File: src/sv/sliding_window_retransmit_sender_core_defines.svh
// Assertion macros for the sliding window sender core
`ifndef SLIDING_WINDOW_RETRANSMIT_SENDER_CORE_DEFINES_SVH
`define SLIDING_WINDOW_RETRANSMIT_SENDER_CORE_DEFINES_SVH

// same-cycle implication, sampled on i_clk, off while i_rst_n is low
`define SWRS_ASSERT_NOW(lbl, ante, cons, msg) \
    lbl: assert property (@(posedge i_clk) disable iff (!i_rst_n) (ante) |-> (cons)) \
        else $error(msg);

// next-cycle implication, sampled on i_clk, off while i_rst_n is low
`define SWRS_ASSERT_NEXT(lbl, ante, cons, msg) \
    lbl: assert property (@(posedge i_clk) disable iff (!i_rst_n) (ante) |=> (cons)) \
        else $error(msg);

`endif

File: src/sv/swrs_pkg.sv
// Types, constants and helpers of the sliding window sender core
package swrs_pkg;

    localparam int WINDOW = 8;
    localparam int IW = (WINDOW > 1) ? $clog2(WINDOW) : 1;
    localparam logic [15:0] WIN16 = 16'(WINDOW);
    localparam logic [15:0] MOD_MUL = 16'((1 << 16) / WINDOW);

    typedef logic [IW-1:0] t_idx;
    localparam t_idx LAST_IDX = t_idx'(WINDOW - 1);

    typedef logic [1:0] t_cfg_addr;

    typedef enum logic [1:0] {
        CFG_TOTAL_PACKETS = 2'd0,
        CFG_DUP_LIMIT     = 2'd1,
        CFG_TIMEOUT_TICKS = 2'd2
    } t_cfg_idx;

    typedef enum logic [1:0] {
        CMD_START = 2'd0,
        CMD_ACK   = 2'd1,
        CMD_TICK  = 2'd2
    } t_cmd;

    typedef enum logic [1:0] {
        RSN_NEW     = 2'd0,
        RSN_FAST    = 2'd1,
        RSN_TIMEOUT = 2'd2
    } t_reason;

    typedef enum logic [3:0] {
        ST_IDLE,
        ST_FILL,
        ST_AK_Q,
        ST_AK_R,
        ST_AK_RN,
        ST_AK_EVAL,
        ST_AK_WR,
        ST_SC_FIRST,
        ST_SC_RUN,
        ST_DONE
    } t_state;

    typedef struct packed {
        logic [1:0]  command;
        logic [15:0] ack_num;
    } t_item;

    typedef struct packed {
        logic        send_valid;
        logic [15:0] send_seq;
        logic [2:0]  send_slot;
        logic [1:0]  send_reason;
        logic        window_empty;
        logic        last;
    } t_result;

    typedef struct packed {
        logic [15:0] seq;
        logic [2:0]  dup;
        logic [15:0] sent_time;
    } t_entry;

    function automatic logic [2:0] slot3(input t_idx idx);
        logic [IW+2:0] wide;
        wide = {3'b000, idx};
        return wide[2:0];
    endfunction

endpackage

File: src/sv/sliding_window_retransmit_sender_core.sv
// Sliding window sender core: slot memory, ack handling and timeout scan
//
//  channel  | handshake              | word
//  ---------+------------------------+--------------------------------------
//  item in  | i_start, o_busy        | i_item   (command, ack_num)
//  result   | o_result_vld (strobe)  | o_result (send fields, empty, last)
//  config   | i_cfg_we               | i_cfg_idx, i_cfg_wdata
//
//  One item at a time; o_busy is high from acceptance until the last word.
//  Fill and scan touch one slot a cycle; an ack first reckons its slot as a
//  quotient and a remainder, then does two reads and two write-backs and
//  ends with the timeout scan.
//  Result words are strobed for one cycle each; the receiver cannot stall.
//  i_rst_n is synchronous; slots read as empty after reset, no clearing pass.
`include "sliding_window_retransmit_sender_core_defines.svh"

module sliding_window_retransmit_sender_core (
    input  logic                i_clk,
    input  logic                i_rst_n,
    input  logic                i_start,
    input  swrs_pkg::t_item     i_item,
    output logic                o_busy,
    output logic                o_result_vld,
    output swrs_pkg::t_result   o_result,
    input  logic                i_cfg_we,
    input  swrs_pkg::t_cfg_addr i_cfg_idx,
    input  logic [15:0]         i_cfg_wdata
);
    import swrs_pkg::*;

    t_entry        r_mem [WINDOW];
    t_entry        r_rdata;
    t_idx          r_raddr_q;

    t_state        r_state, n_state;
    t_idx          r_cnt, n_cnt;
    t_idx          r_idx, n_idx;
    t_idx          r_nxt, n_nxt;
    logic [15:0]   r_x, n_x;
    logic [15:0]   r_q, n_q;
    logic [15:0]   r_ack, n_ack;
    logic          r_match, n_match;
    t_entry        r_e_idx, n_e_idx;
    logic [15:0]   r_next_seq, n_next_seq;
    logic [15:0]   r_now, n_now;
    logic [WINDOW-1:0] r_occ, n_occ;
    logic [WINDOW-1:0] r_init, n_init;
    logic          r_empty, n_empty;
    t_result       r_pend, n_pend;
    logic          r_pend_vld, n_pend_vld;
    t_result       r_out, n_out;
    logic          r_out_vld, n_out_vld;

    logic [15:0]   r_total;
    logic [2:0]    r_dup_limit;
    logic [15:0]   r_timeout;

    t_idx          w_raddr;
    logic          w_we;
    t_idx          w_waddr;
    t_entry        w_wdata;
    t_entry        w_eff;
    logic          w_found;
    t_result       w_found_res;
    logic          w_fill;
    logic [2:0]    w_dup_b;
    logic [31:0]   w_prod;
    logic [15:0]   w_rem;
    logic [15:0]   w_rem_c;
    logic [IW:0]   w_nxt_w;
    logic [15:0]   w_elapsed;

    assign w_eff = r_init[r_raddr_q] ? r_rdata : '0;
    assign w_fill = (r_next_seq != 16'd0) && (r_next_seq <= r_total);
    assign w_dup_b = (w_eff.dup == 3'd7) ? 3'd7 : w_eff.dup + 3'd1;
    assign w_prod = 32'(r_x) * 32'(MOD_MUL);
    assign w_rem = r_x - 16'(32'(r_q) * 32'(WINDOW));
    assign w_rem_c = (w_rem >= WIN16) ? w_rem - WIN16 : w_rem;
    assign w_nxt_w = {1'b0, t_idx'(w_rem_c)} + (IW+1)'(1);
    assign w_elapsed = r_now - w_eff.sent_time;

    always_ff @(posedge i_clk) begin
        if (w_we) begin
            r_mem[w_waddr] <= w_wdata;
        end
        r_rdata   <= r_mem[w_raddr];
        r_raddr_q <= w_raddr;
    end

    always_comb begin
        n_state    = r_state;
        n_cnt      = r_cnt;
        n_idx      = r_idx;
        n_nxt      = r_nxt;
        n_x        = r_x;
        n_q        = r_q;
        n_ack      = r_ack;
        n_match    = r_match;
        n_e_idx    = r_e_idx;
        n_next_seq = r_next_seq;
        n_now      = r_now;
        n_occ      = r_occ;
        n_init     = r_init;
        n_empty    = r_empty;
        n_pend     = r_pend;
        n_pend_vld = r_pend_vld;
        n_out      = r_out;
        n_out_vld  = 1'b0;
        w_raddr    = r_cnt;
        w_we       = 1'b0;
        w_waddr    = r_cnt;
        w_wdata    = w_eff;
        w_found    = 1'b0;
        w_found_res = '0;

        case (r_state)
            ST_IDLE: begin
                if (i_start) begin
                    case (i_item.command)
                        CMD_START: begin
                            n_next_seq = 16'd1;
                            n_cnt      = '0;
                            n_empty    = (r_total == 16'd0);
                            n_state    = ST_FILL;
                        end
                        CMD_ACK: begin
                            n_x     = i_item.ack_num - 16'd1;
                            n_ack   = i_item.ack_num;
                            n_state = ST_AK_Q;
                        end
                        CMD_TICK: begin
                            n_now   = r_now + 16'd1;
                            n_empty = (r_occ == '0);
                            n_state = ST_SC_FIRST;
                        end
                        default: begin
                            n_empty = (r_occ == '0);
                            n_state = ST_DONE;
                        end
                    endcase
                end
            end
            ST_FILL: begin
                w_we          = 1'b1;
                w_waddr       = r_cnt;
                w_wdata       = '{seq: r_next_seq, dup: 3'd0, sent_time: r_now};
                n_init[r_cnt] = 1'b1;
                n_occ[r_cnt]  = w_fill;
                if (w_fill) begin
                    n_next_seq  = r_next_seq + 16'd1;
                    w_found     = 1'b1;
                    w_found_res = '{send_valid: 1'b1, send_seq: r_next_seq,
                                    send_slot: slot3(r_cnt), send_reason: RSN_NEW,
                                    window_empty: 1'b0, last: 1'b0};
                end
                if (r_cnt == LAST_IDX) begin
                    n_state = ST_DONE;
                end else begin
                    n_cnt = r_cnt + t_idx'(1);
                end
            end
            ST_AK_Q: begin
                n_q     = w_prod[31:16];
                n_state = ST_AK_R;
            end
            ST_AK_R: begin
                n_idx   = t_idx'(w_rem_c);
                n_nxt   = (w_nxt_w == (IW+1)'(WINDOW)) ? '0 : t_idx'(w_nxt_w);
                w_raddr = t_idx'(w_rem_c);
                n_state = ST_AK_RN;
            end
            ST_AK_RN: begin
                w_raddr = r_nxt;
                n_e_idx = w_eff;
                n_match = r_occ[r_idx] && (w_eff.seq == r_ack);
                n_state = ST_AK_EVAL;
            end
            ST_AK_EVAL: begin
                w_we          = 1'b1;
                w_waddr       = r_nxt;
                w_wdata       = w_eff;
                w_wdata.dup   = w_dup_b;
                n_init[r_nxt] = 1'b1;
                if (r_match) begin
                    n_occ[r_idx] = w_fill;
                    if (w_fill) begin
                        n_e_idx.seq = r_next_seq;
                        n_next_seq  = r_next_seq + 16'd1;
                        w_found     = 1'b1;
                        w_found_res = '{send_valid: 1'b1, send_seq: r_next_seq,
                                        send_slot: slot3(r_idx), send_reason: RSN_NEW,
                                        window_empty: 1'b0, last: 1'b0};
                    end
                end else if (w_dup_b == r_dup_limit) begin
                    w_wdata.dup = 3'd0;
                    if (r_occ[r_nxt]) begin
                        w_wdata.sent_time = r_now;
                        w_found     = 1'b1;
                        w_found_res = '{send_valid: 1'b1, send_seq: w_eff.seq,
                                        send_slot: slot3(r_nxt), send_reason: RSN_FAST,
                                        window_empty: 1'b0, last: 1'b0};
                    end
                end
                n_empty = (n_occ == '0);
                n_state = ST_AK_WR;
            end
            ST_AK_WR: begin
                w_we    = r_match && r_occ[r_idx];
                w_waddr = r_idx;
                w_wdata = '{seq: r_e_idx.seq, dup: r_e_idx.dup, sent_time: r_now};
                n_state = ST_SC_FIRST;
            end
            ST_SC_FIRST: begin
                w_raddr = '0;
                n_cnt   = '0;
                n_state = ST_SC_RUN;
            end
            ST_SC_RUN: begin
                w_raddr = (r_cnt == LAST_IDX) ? r_cnt : r_cnt + t_idx'(1);
                if (r_occ[r_cnt] && (w_elapsed >= r_timeout)) begin
                    w_we          = 1'b1;
                    w_waddr       = r_cnt;
                    w_wdata       = '{seq: w_eff.seq, dup: 3'd0, sent_time: r_now};
                    n_init[r_cnt] = 1'b1;
                    w_found       = 1'b1;
                    w_found_res   = '{send_valid: 1'b1, send_seq: w_eff.seq,
                                      send_slot: slot3(r_cnt), send_reason: RSN_TIMEOUT,
                                      window_empty: 1'b0, last: 1'b0};
                end
                if (r_cnt == LAST_IDX) begin
                    n_state = ST_DONE;
                end else begin
                    n_cnt = r_cnt + t_idx'(1);
                end
            end
            ST_DONE: begin
                n_out_vld        = 1'b1;
                n_out            = r_pend_vld ? r_pend : '0;
                n_out.window_empty = r_empty;
                n_out.last       = 1'b1;
                n_pend_vld       = 1'b0;
                n_state          = ST_IDLE;
            end
            default: begin
                n_state = ST_IDLE;
            end
        endcase

        // hold one word back so the final one can carry last
        if (w_found) begin
            if (r_pend_vld) begin
                n_out_vld          = 1'b1;
                n_out              = r_pend;
                n_out.window_empty = r_empty;
                n_out.last         = 1'b0;
            end
            n_pend     = w_found_res;
            n_pend_vld = 1'b1;
        end
    end

    always_ff @(posedge i_clk) begin
        if (!i_rst_n) begin
            r_state     <= ST_IDLE;
            r_next_seq  <= 16'd1;
            r_now       <= 16'd0;
            r_occ       <= '0;
            r_init      <= '0;
            r_pend_vld  <= 1'b0;
            r_out_vld   <= 1'b0;
            r_total     <= 16'd0;
            r_dup_limit <= 3'd3;
            r_timeout   <= 16'd3;
        end else begin
            r_state    <= n_state;
            r_next_seq <= n_next_seq;
            r_now      <= n_now;
            r_occ      <= n_occ;
            r_init     <= n_init;
            r_pend_vld <= n_pend_vld;
            r_out_vld  <= n_out_vld;
            if (i_cfg_we) begin
                case (i_cfg_idx)
                    CFG_TOTAL_PACKETS: r_total     <= i_cfg_wdata;
                    CFG_DUP_LIMIT:     r_dup_limit <= i_cfg_wdata[2:0];
                    CFG_TIMEOUT_TICKS: r_timeout   <= i_cfg_wdata;
                    default: begin
                    end
                endcase
            end
        end
    end

    always_ff @(posedge i_clk) begin
        r_cnt   <= n_cnt;
        r_idx   <= n_idx;
        r_nxt   <= n_nxt;
        r_x     <= n_x;
        r_q     <= n_q;
        r_ack   <= n_ack;
        r_match <= n_match;
        r_e_idx <= n_e_idx;
        r_empty <= n_empty;
        r_pend  <= n_pend;
        r_out   <= n_out;
    end

    assign o_busy       = (r_state != ST_IDLE);
    assign o_result_vld = r_out_vld;
    assign o_result     = r_out;

    `SWRS_ASSERT_NEXT(a_accept_busy, i_start && !o_busy, o_busy,
        "accepted item did not raise busy")
    `SWRS_ASSERT_NOW(a_last_idle, r_out_vld && r_out.last, r_state == ST_IDLE,
        "last word delivered while item still in progress")
    `SWRS_ASSERT_NOW(a_nosend_last, r_out_vld && !r_out.send_valid, r_out.last,
        "word without a send is not the only word of its item")
    `SWRS_ASSERT_NOW(a_empty_match, r_out_vld && r_out.last,
        r_out.window_empty == (r_occ == '0), "window_empty disagrees with slot occupancy")

endmodule
File: config.mk
export PLATFORM = sky130hd
export DESIGN_NAME = sliding_window_retransmit_sender_core
export DESIGN_NICKNAME = d
export VERILOG_FILES = /design/src/sv/swrs_pkg.sv /design/src/sv/sliding_window_retransmit_sender_core.sv
export VERILOG_INCLUDE_DIRS = /design/src /design/src/sv
export SDC_FILE = /design/constraint.sdc
export NUM_CORES = 1
export LEC_CHECK = 0
export BUFFER_PORTS_ARGS = -buffer_cell sky130_fd_sc_hd__buf_2
export CORE_MARGIN = 2
export CORE_UTILIZATION = 44
export DETAILED_ROUTE_END_ITERATION = 16
export GPL_ROUTABILITY_DRIVEN = 0
export PLACE_DENSITY = 0.65
export SYNTH_ARGS = -nofsm -noshare
export SYNTH_HDL_FRONTEND = slang
export SYNTH_SLANG_ARGS = --single-unit
File: constraint.sdc
create_clock -name i_clk -period 7.1 [get_ports i_clk]
set_input_delay 1.065 -clock i_clk [delete_from_list [all_inputs] [get_ports i_clk]]
set_output_delay 1.065 -clock i_clk [all_outputs]
set_load 0.1 [all_outputs]
==> metrics.txt <==
# TYPE chip_impl_metric gauge
chip_impl_info{name="run_status",value="finished clean"} 1
chip_impl_metric{name="pre_cts_ws",unit="ns"} 0.829
chip_impl_metric{name="setup_total_negative_slack",unit="ns"} 0
chip_impl_metric{name="cp.arrival",unit="ns"} 6.60
chip_impl_metric{name="finalNetCount",unit=""} 2259
chip_impl_metric{name="grt_first_pass_wirelength",unit="mm"} 87.1
chip_impl_metric{name="clkTransAtPathRegs",unit="ns"} 0.06
chip_impl_metric{name="pin_count_of_the_biggest_net_entering_global_routing",unit=""} 141
chip_impl_metric{name="synth.distinct_cells",unit=""} 79
chip_impl_metric{name="dpl.hpwl",unit="mm"} 36.1
chip_impl_metric{name="final_worst_path_cycle_share",unit="%"} 88.7
chip_impl_metric{name="finalWorstPathRequiredPeriod",unit="ns"} 6.30
chip_impl_metric{name="drt-initial-drc-count",unit=""} 1618
chip_impl_metric{name="die_width",unit="µm"} 231
chip_impl_metric{name="dieArea",unit="mm²"} 0.0534
chip_impl_metric{name="cts.hold.buffers_added",unit=""} 0
chip_impl_info{name="worst_hold_path_type",value="reg2reg"} 1
chip_impl_metric{name="p_leak",unit="nW"} 9.35
chip_impl_metric{name="timing.critical_path.slowest_cell_delay",unit="ns"} 0.55
chip_impl_metric{name="synth_enable_flop_cells",unit=""} 351
chip_impl_metric{name="synth.net_count",unit=""} 2245
chip_impl_metric{name="internal-power",unit="mW"} 6.30
chip_impl_metric{name="portBuffers",unit=""} 65
chip_impl_metric{name="drt_drc_violations_left",unit=""} 0
chip_impl_metric{name="p_per_area",unit="mW/mm²"} 421
chip_impl_metric{name="num_vias",unit=""} 16176
chip_impl_info{name="worst_path_max_delay_cell",value="sky130_fd_sc_hd__mux4_1"} 1
chip_impl_metric{name="netSwitchingFraction",unit="%"} 40.9
chip_impl_info{name="timing.critical_path.cells",value="mux4_1 > mux2_4 > and2_1 > ha_1 > fa_1 > nor2b_1 > o21ai_0 > nand2b_1 > a21oi_1 > o21a_1 > o21ai_0 > nor2_1 > xnor2_1 > ha_1 > and4_1 > o211ai_1 > o21ai_0 > and4_1 > a311oi_1 > or2_2 > nor3_4 > buf_4"} 1
chip_impl_metric{name="yosys_warnings",unit=""} 0
chip_impl_metric{name="synth_xor_area_share",unit="%"} 2.01
chip_impl_metric{name="synth_cells",unit=""} 2144
chip_impl_metric{name="clock-skew-final",unit="ns"} 0.0221
chip_impl_metric{name="synth-compound-area-share",unit="%"} 12.2
chip_impl_metric{name="track_usage",unit="%"} 20.8
chip_impl_metric{name="io_pins",unit=""} 66
chip_impl_metric{name="report.final.setup_viol",unit=""} 0
chip_impl_info{name="setup.worst_path.end_class",value="register"} 1
chip_impl_metric{name="timing.critical_path.required",unit="ns"} 7.40
chip_impl_metric{name="route.antenna.remaining_nets",unit=""} 0
chip_impl_metric{name="slew_viol_final",unit=""} 0
chip_impl_metric{name="core_area",unit="mm²"} 0.0512
chip_impl_metric{name="routed_wire_length_per_instance",unit="µm"} 19.5
chip_impl_metric{name="antenna_found_initial",unit=""} 0
chip_impl_metric{name="cts-buffers-inserted",unit=""} 50
chip_impl_metric{name="setup_slack",unit="ns"} 0.800
chip_impl_metric{name="worstSkewPairLatency",unit="ns"} 0.61
chip_impl_metric{name="detailedRoute.firstPassIterationCount",unit=""} 8
chip_impl_metric{name="power.combinational.fraction",unit="%"} 38.2
chip_impl_info{name="crit_path_start_kind",value="register"} 1
chip_impl_metric{name="ir_worst_vdd",unit="µV"} 336
chip_impl_metric{name="reg2reg_slack",unit="ns"} 0.80
chip_impl_metric{name="sequentialPowerShare",unit="%"} 38.1
chip_impl_info{name="unrepaired_setup_endpoints_after_global_routing",value="no"} 1
chip_impl_info{name="synth_top_family_by_area",value="simple AND/OR/NAND/NOR gates"} 1
chip_impl_metric{name="cts.htree.levels",unit=""} 2
chip_impl_metric{name="simple_gate_share_of_the_synthesized_area",unit="%"} 17.3
chip_impl_metric{name="routed_wl",unit="mm"} 56.2
chip_impl_metric{name="syn-cell-area",unit="mm²"} 0.0227
chip_impl_info{name="yosys_most_used_dff",value="sky130_fd_sc_hd__edfxtp_1"} 1
chip_impl_metric{name="critPathMaxFanout",unit=""} 28
chip_impl_metric{name="global_route.overflow_total",unit=""} 0
chip_impl_metric{name="layout-area-overhead-vs-synth",unit="%"} 11.5
chip_impl_metric{name="synth_mux_area_share",unit="%"} 1.55
chip_impl_metric{name="max_freq",unit="GHz"} 0.159
chip_impl_metric{name="worst_rel_slew_slack",unit="%"} 13.5
chip_impl_info{name="criticalPathCategory",value="reg2reg"} 1
chip_impl_metric{name="synth-adder-area-share",unit="%"} 3.39
chip_impl_metric{name="timing_hold_violations_final",unit=""} 0
chip_impl_metric{name="yosysSeqAreaShare",unit="%"} 59.7
chip_impl_metric{name="postSynthAreaPerCell",unit="µm²"} 10.6
chip_impl_metric{name="grt_pass1_vias",unit=""} 15479
chip_impl_metric{name="cts_resized",unit=""} 0
chip_impl_metric{name="tightestPinTransition",unit="ns"} 1.29
chip_impl_info{name="ctsRootBufferMaster",value="sky130_fd_sc_hd__clkbuf_16"} 1
chip_impl_metric{name="initial_util",unit="%"} 44.3
chip_impl_metric{name="drive_gt1_share",unit="%"} 9.47
chip_impl_metric{name="floorplan.die.height",unit="µm"} 231
chip_impl_info{name="tritoncts",value="yes"} 1
chip_impl_metric{name="clock_network_power_share",unit="%"} 23.7
chip_impl_metric{name="fin_util",unit="%"} 49.5
chip_impl_metric{name="postCtsSetupRepairBufs",unit=""} 0
chip_impl_metric{name="ys_ff_latch",unit=""} 502
chip_impl_metric{name="p_switching",unit="mW"} 4.36
chip_impl_metric{name="clock_sinks",unit=""} 502
chip_impl_metric{name="n_antenna_cell",unit=""} 0
chip_impl_metric{name="cts-root-to-sink-buffers",unit=""} 3
chip_impl_metric{name="synthArstFlopShare",unit="%"} 0
chip_impl_metric{name="floorplan.rows",unit=""} 83
chip_impl_metric{name="max_cap_viol_count",unit=""} 0
chip_impl_info{name="critPathMostFrequentCell",value="sky130_fd_sc_hd__o21ai_0"} 1
chip_impl_metric{name="post_drt_via_cell_ratio",unit=""} 5.62
-- final timing paths --
check,cells after the start,end,startpoint
min,1,r_init[3],r_init[3]
max reg2reg,22,r_mem[0][20],r_raddr_q[0]
max,22,r_mem[0][20],r_raddr_q[0]
min reg2reg,1,r_init[3],r_init[3]
-- layer usage --
metal  track usage (%)  routed length (µm)  up-vias
li1                  -                   -     7682
met3              3.11                3280      129
met1              27.9               24600     7818
met5                 0                   0        -
met2              33.8               26100      547
met4              8.69                2220        0
-- power groups by stage --
stage | logic (mW) | registers [mW] | clock network (mW)
after floorplan | 2.67 | 4.36 | 0
after global placement | 3.98 | 4.10 | 0
after CTS | 4.06 | 4.06 | 2.57
after detailed placement | 4.05 | 4.11 | 0
final | 4.07 | 4.06 | 2.53
after global routing | 4.53 | 4.11 | 2.68
-- registers in the layout, summed over array words and instances, names as in the netlist, 4 cells and up --
signal,cells
r_pend,22
r_mem,280
r_ack,16
r_state,4
o_result,24
r_e_idx,19
r_init,8
r_total,16
r_now,16
r_rdata,35
r_occ,8
r_next_seq,16
r_timeout,16
-- cell usage in the layout (no fill, tap or decap), types with 24 or more instances in the layout --
cell type | netlist | layout
sky130_fd_sc_hd__nand2_1 | 530 | 530
sky130_fd_sc_hd__edfxtp_1 | 351 | 351
sky130_fd_sc_hd__dfxtp_1 | 151 | 151
sky130_fd_sc_hd__o21ai_0 | 136 | 136
sky130_fd_sc_hd__nand3_1 | 129 | 129
sky130_fd_sc_hd__inv_1 | 81 | 81
sky130_fd_sc_hd__nor2_1 | 73 | 67
sky130_fd_sc_hd__buf_2 | 16 | 65
sky130_fd_sc_hd__ha_1 | 60 | 60
sky130_fd_sc_hd__clkbuf_16 | 0 | 51
sky130_fd_sc_hd__a21oi_1 | 46 | 45
sky130_fd_sc_hd__o211ai_1 | 38 | 38
sky130_fd_sc_hd__a22o_1 | 36 | 36
sky130_fd_sc_hd__a21boi_0 | 35 | 35
sky130_fd_sc_hd__xnor2_1 | 32 | 32
sky130_fd_sc_hd__buf_4 | 1 | 24
-- through the flow --
stage               power (mW)  hold WS (ns)  std cells  cell area, µm²
finish                    10.7         0.455       2877           25300
global route              11.3         0.482       2877           25300
CTS                       10.7         0.461       2877           25300
detailed placement        8.16         0.447       2786           23800
global placement          8.08         0.441       2786           23800
floorplan                 7.02         0.432       2144           22700
-- synth_stat cells (all sizes together), types with 8 or more instances --
| cell type | n | area [µm²] |
|---|---|---|
| nand4 | 13 | 81.3 |
| nor4b | 8 | 70.1 |
| a22oi | 15 | 113 |
| o21a | 18 | 143 |
| a21boi | 35 | 263 |
| o211ai | 38 | 285 |
| inv | 81 | 304 |
| edfxtp | 351 | 10500 |
| xor2 | 20 | 175 |
| ha | 60 | 751 |
| nor3 | 11 | 55.1 |
| and3 | 13 | 81.3 |
| buf | 25 | 148 |
| a22o | 36 | 315 |
| clkbuf | 107 | 403 |
| nand3b | 13 | 97.6 |
| o2111ai | 12 | 105 |
| nand2b | 10 | 62.6 |
| nor4 | 14 | 103 |
| nor2 | 73 | 274 |
| xnor2 | 32 | 280 |
| nor2b | 23 | 144 |
| mux2i | 10 | 100 |
| mux4 | 8 | 188 |
| a222oi | 15 | 150 |
| dfxtp | 151 | 3020 |
| and2 | 22 | 138 |
| nand2 | 530 | 1990 |
| nand3 | 129 | 646 |
| a21oi | 48 | 255 |
| o21ai | 139 | 696 |
-- layout make-up --
| class | instances | area, µm² |
|---|---|---|
| timing repair buffer | 94 | 606 |
| fill | 4509 | 25900 |
| tap | 680 | 851 |
| multi-input combinational | 1428 | 8420 |
| clock buffer | 76 | 1450 |
| clock inverter | 15 | 124 |
| inverter | 82 | 310 |
| sequential | 502 | 13600 |
-- logic make-up after synthesis --
| logic type | count (synthesis) |
|---|---|
| adder cells (fa/ha/maj) | 61 |
| XOR/XNOR | 52 |
| flip-flops | 502 |
| AND/OR/NAND/NOR | 885 |
| buffers and inverters | 214 |
| AO/OA/AOI/OAI | 407 |
| multiplexers | 23 |
-- critical path, delay by kind of cell, from the launching register on --
family	cells	cell delay [ns]
AOI/OAI and AO/OA	7	1.10
buffers and inverters	1	0.29
adders and majority gates	3	0.97
and+or+nand+nor	8	2.15
DFF	1	0.35
muxes	2	0.97
xor gates and xnor gates	1	0.14
Power figures use the tool's default switching activity.
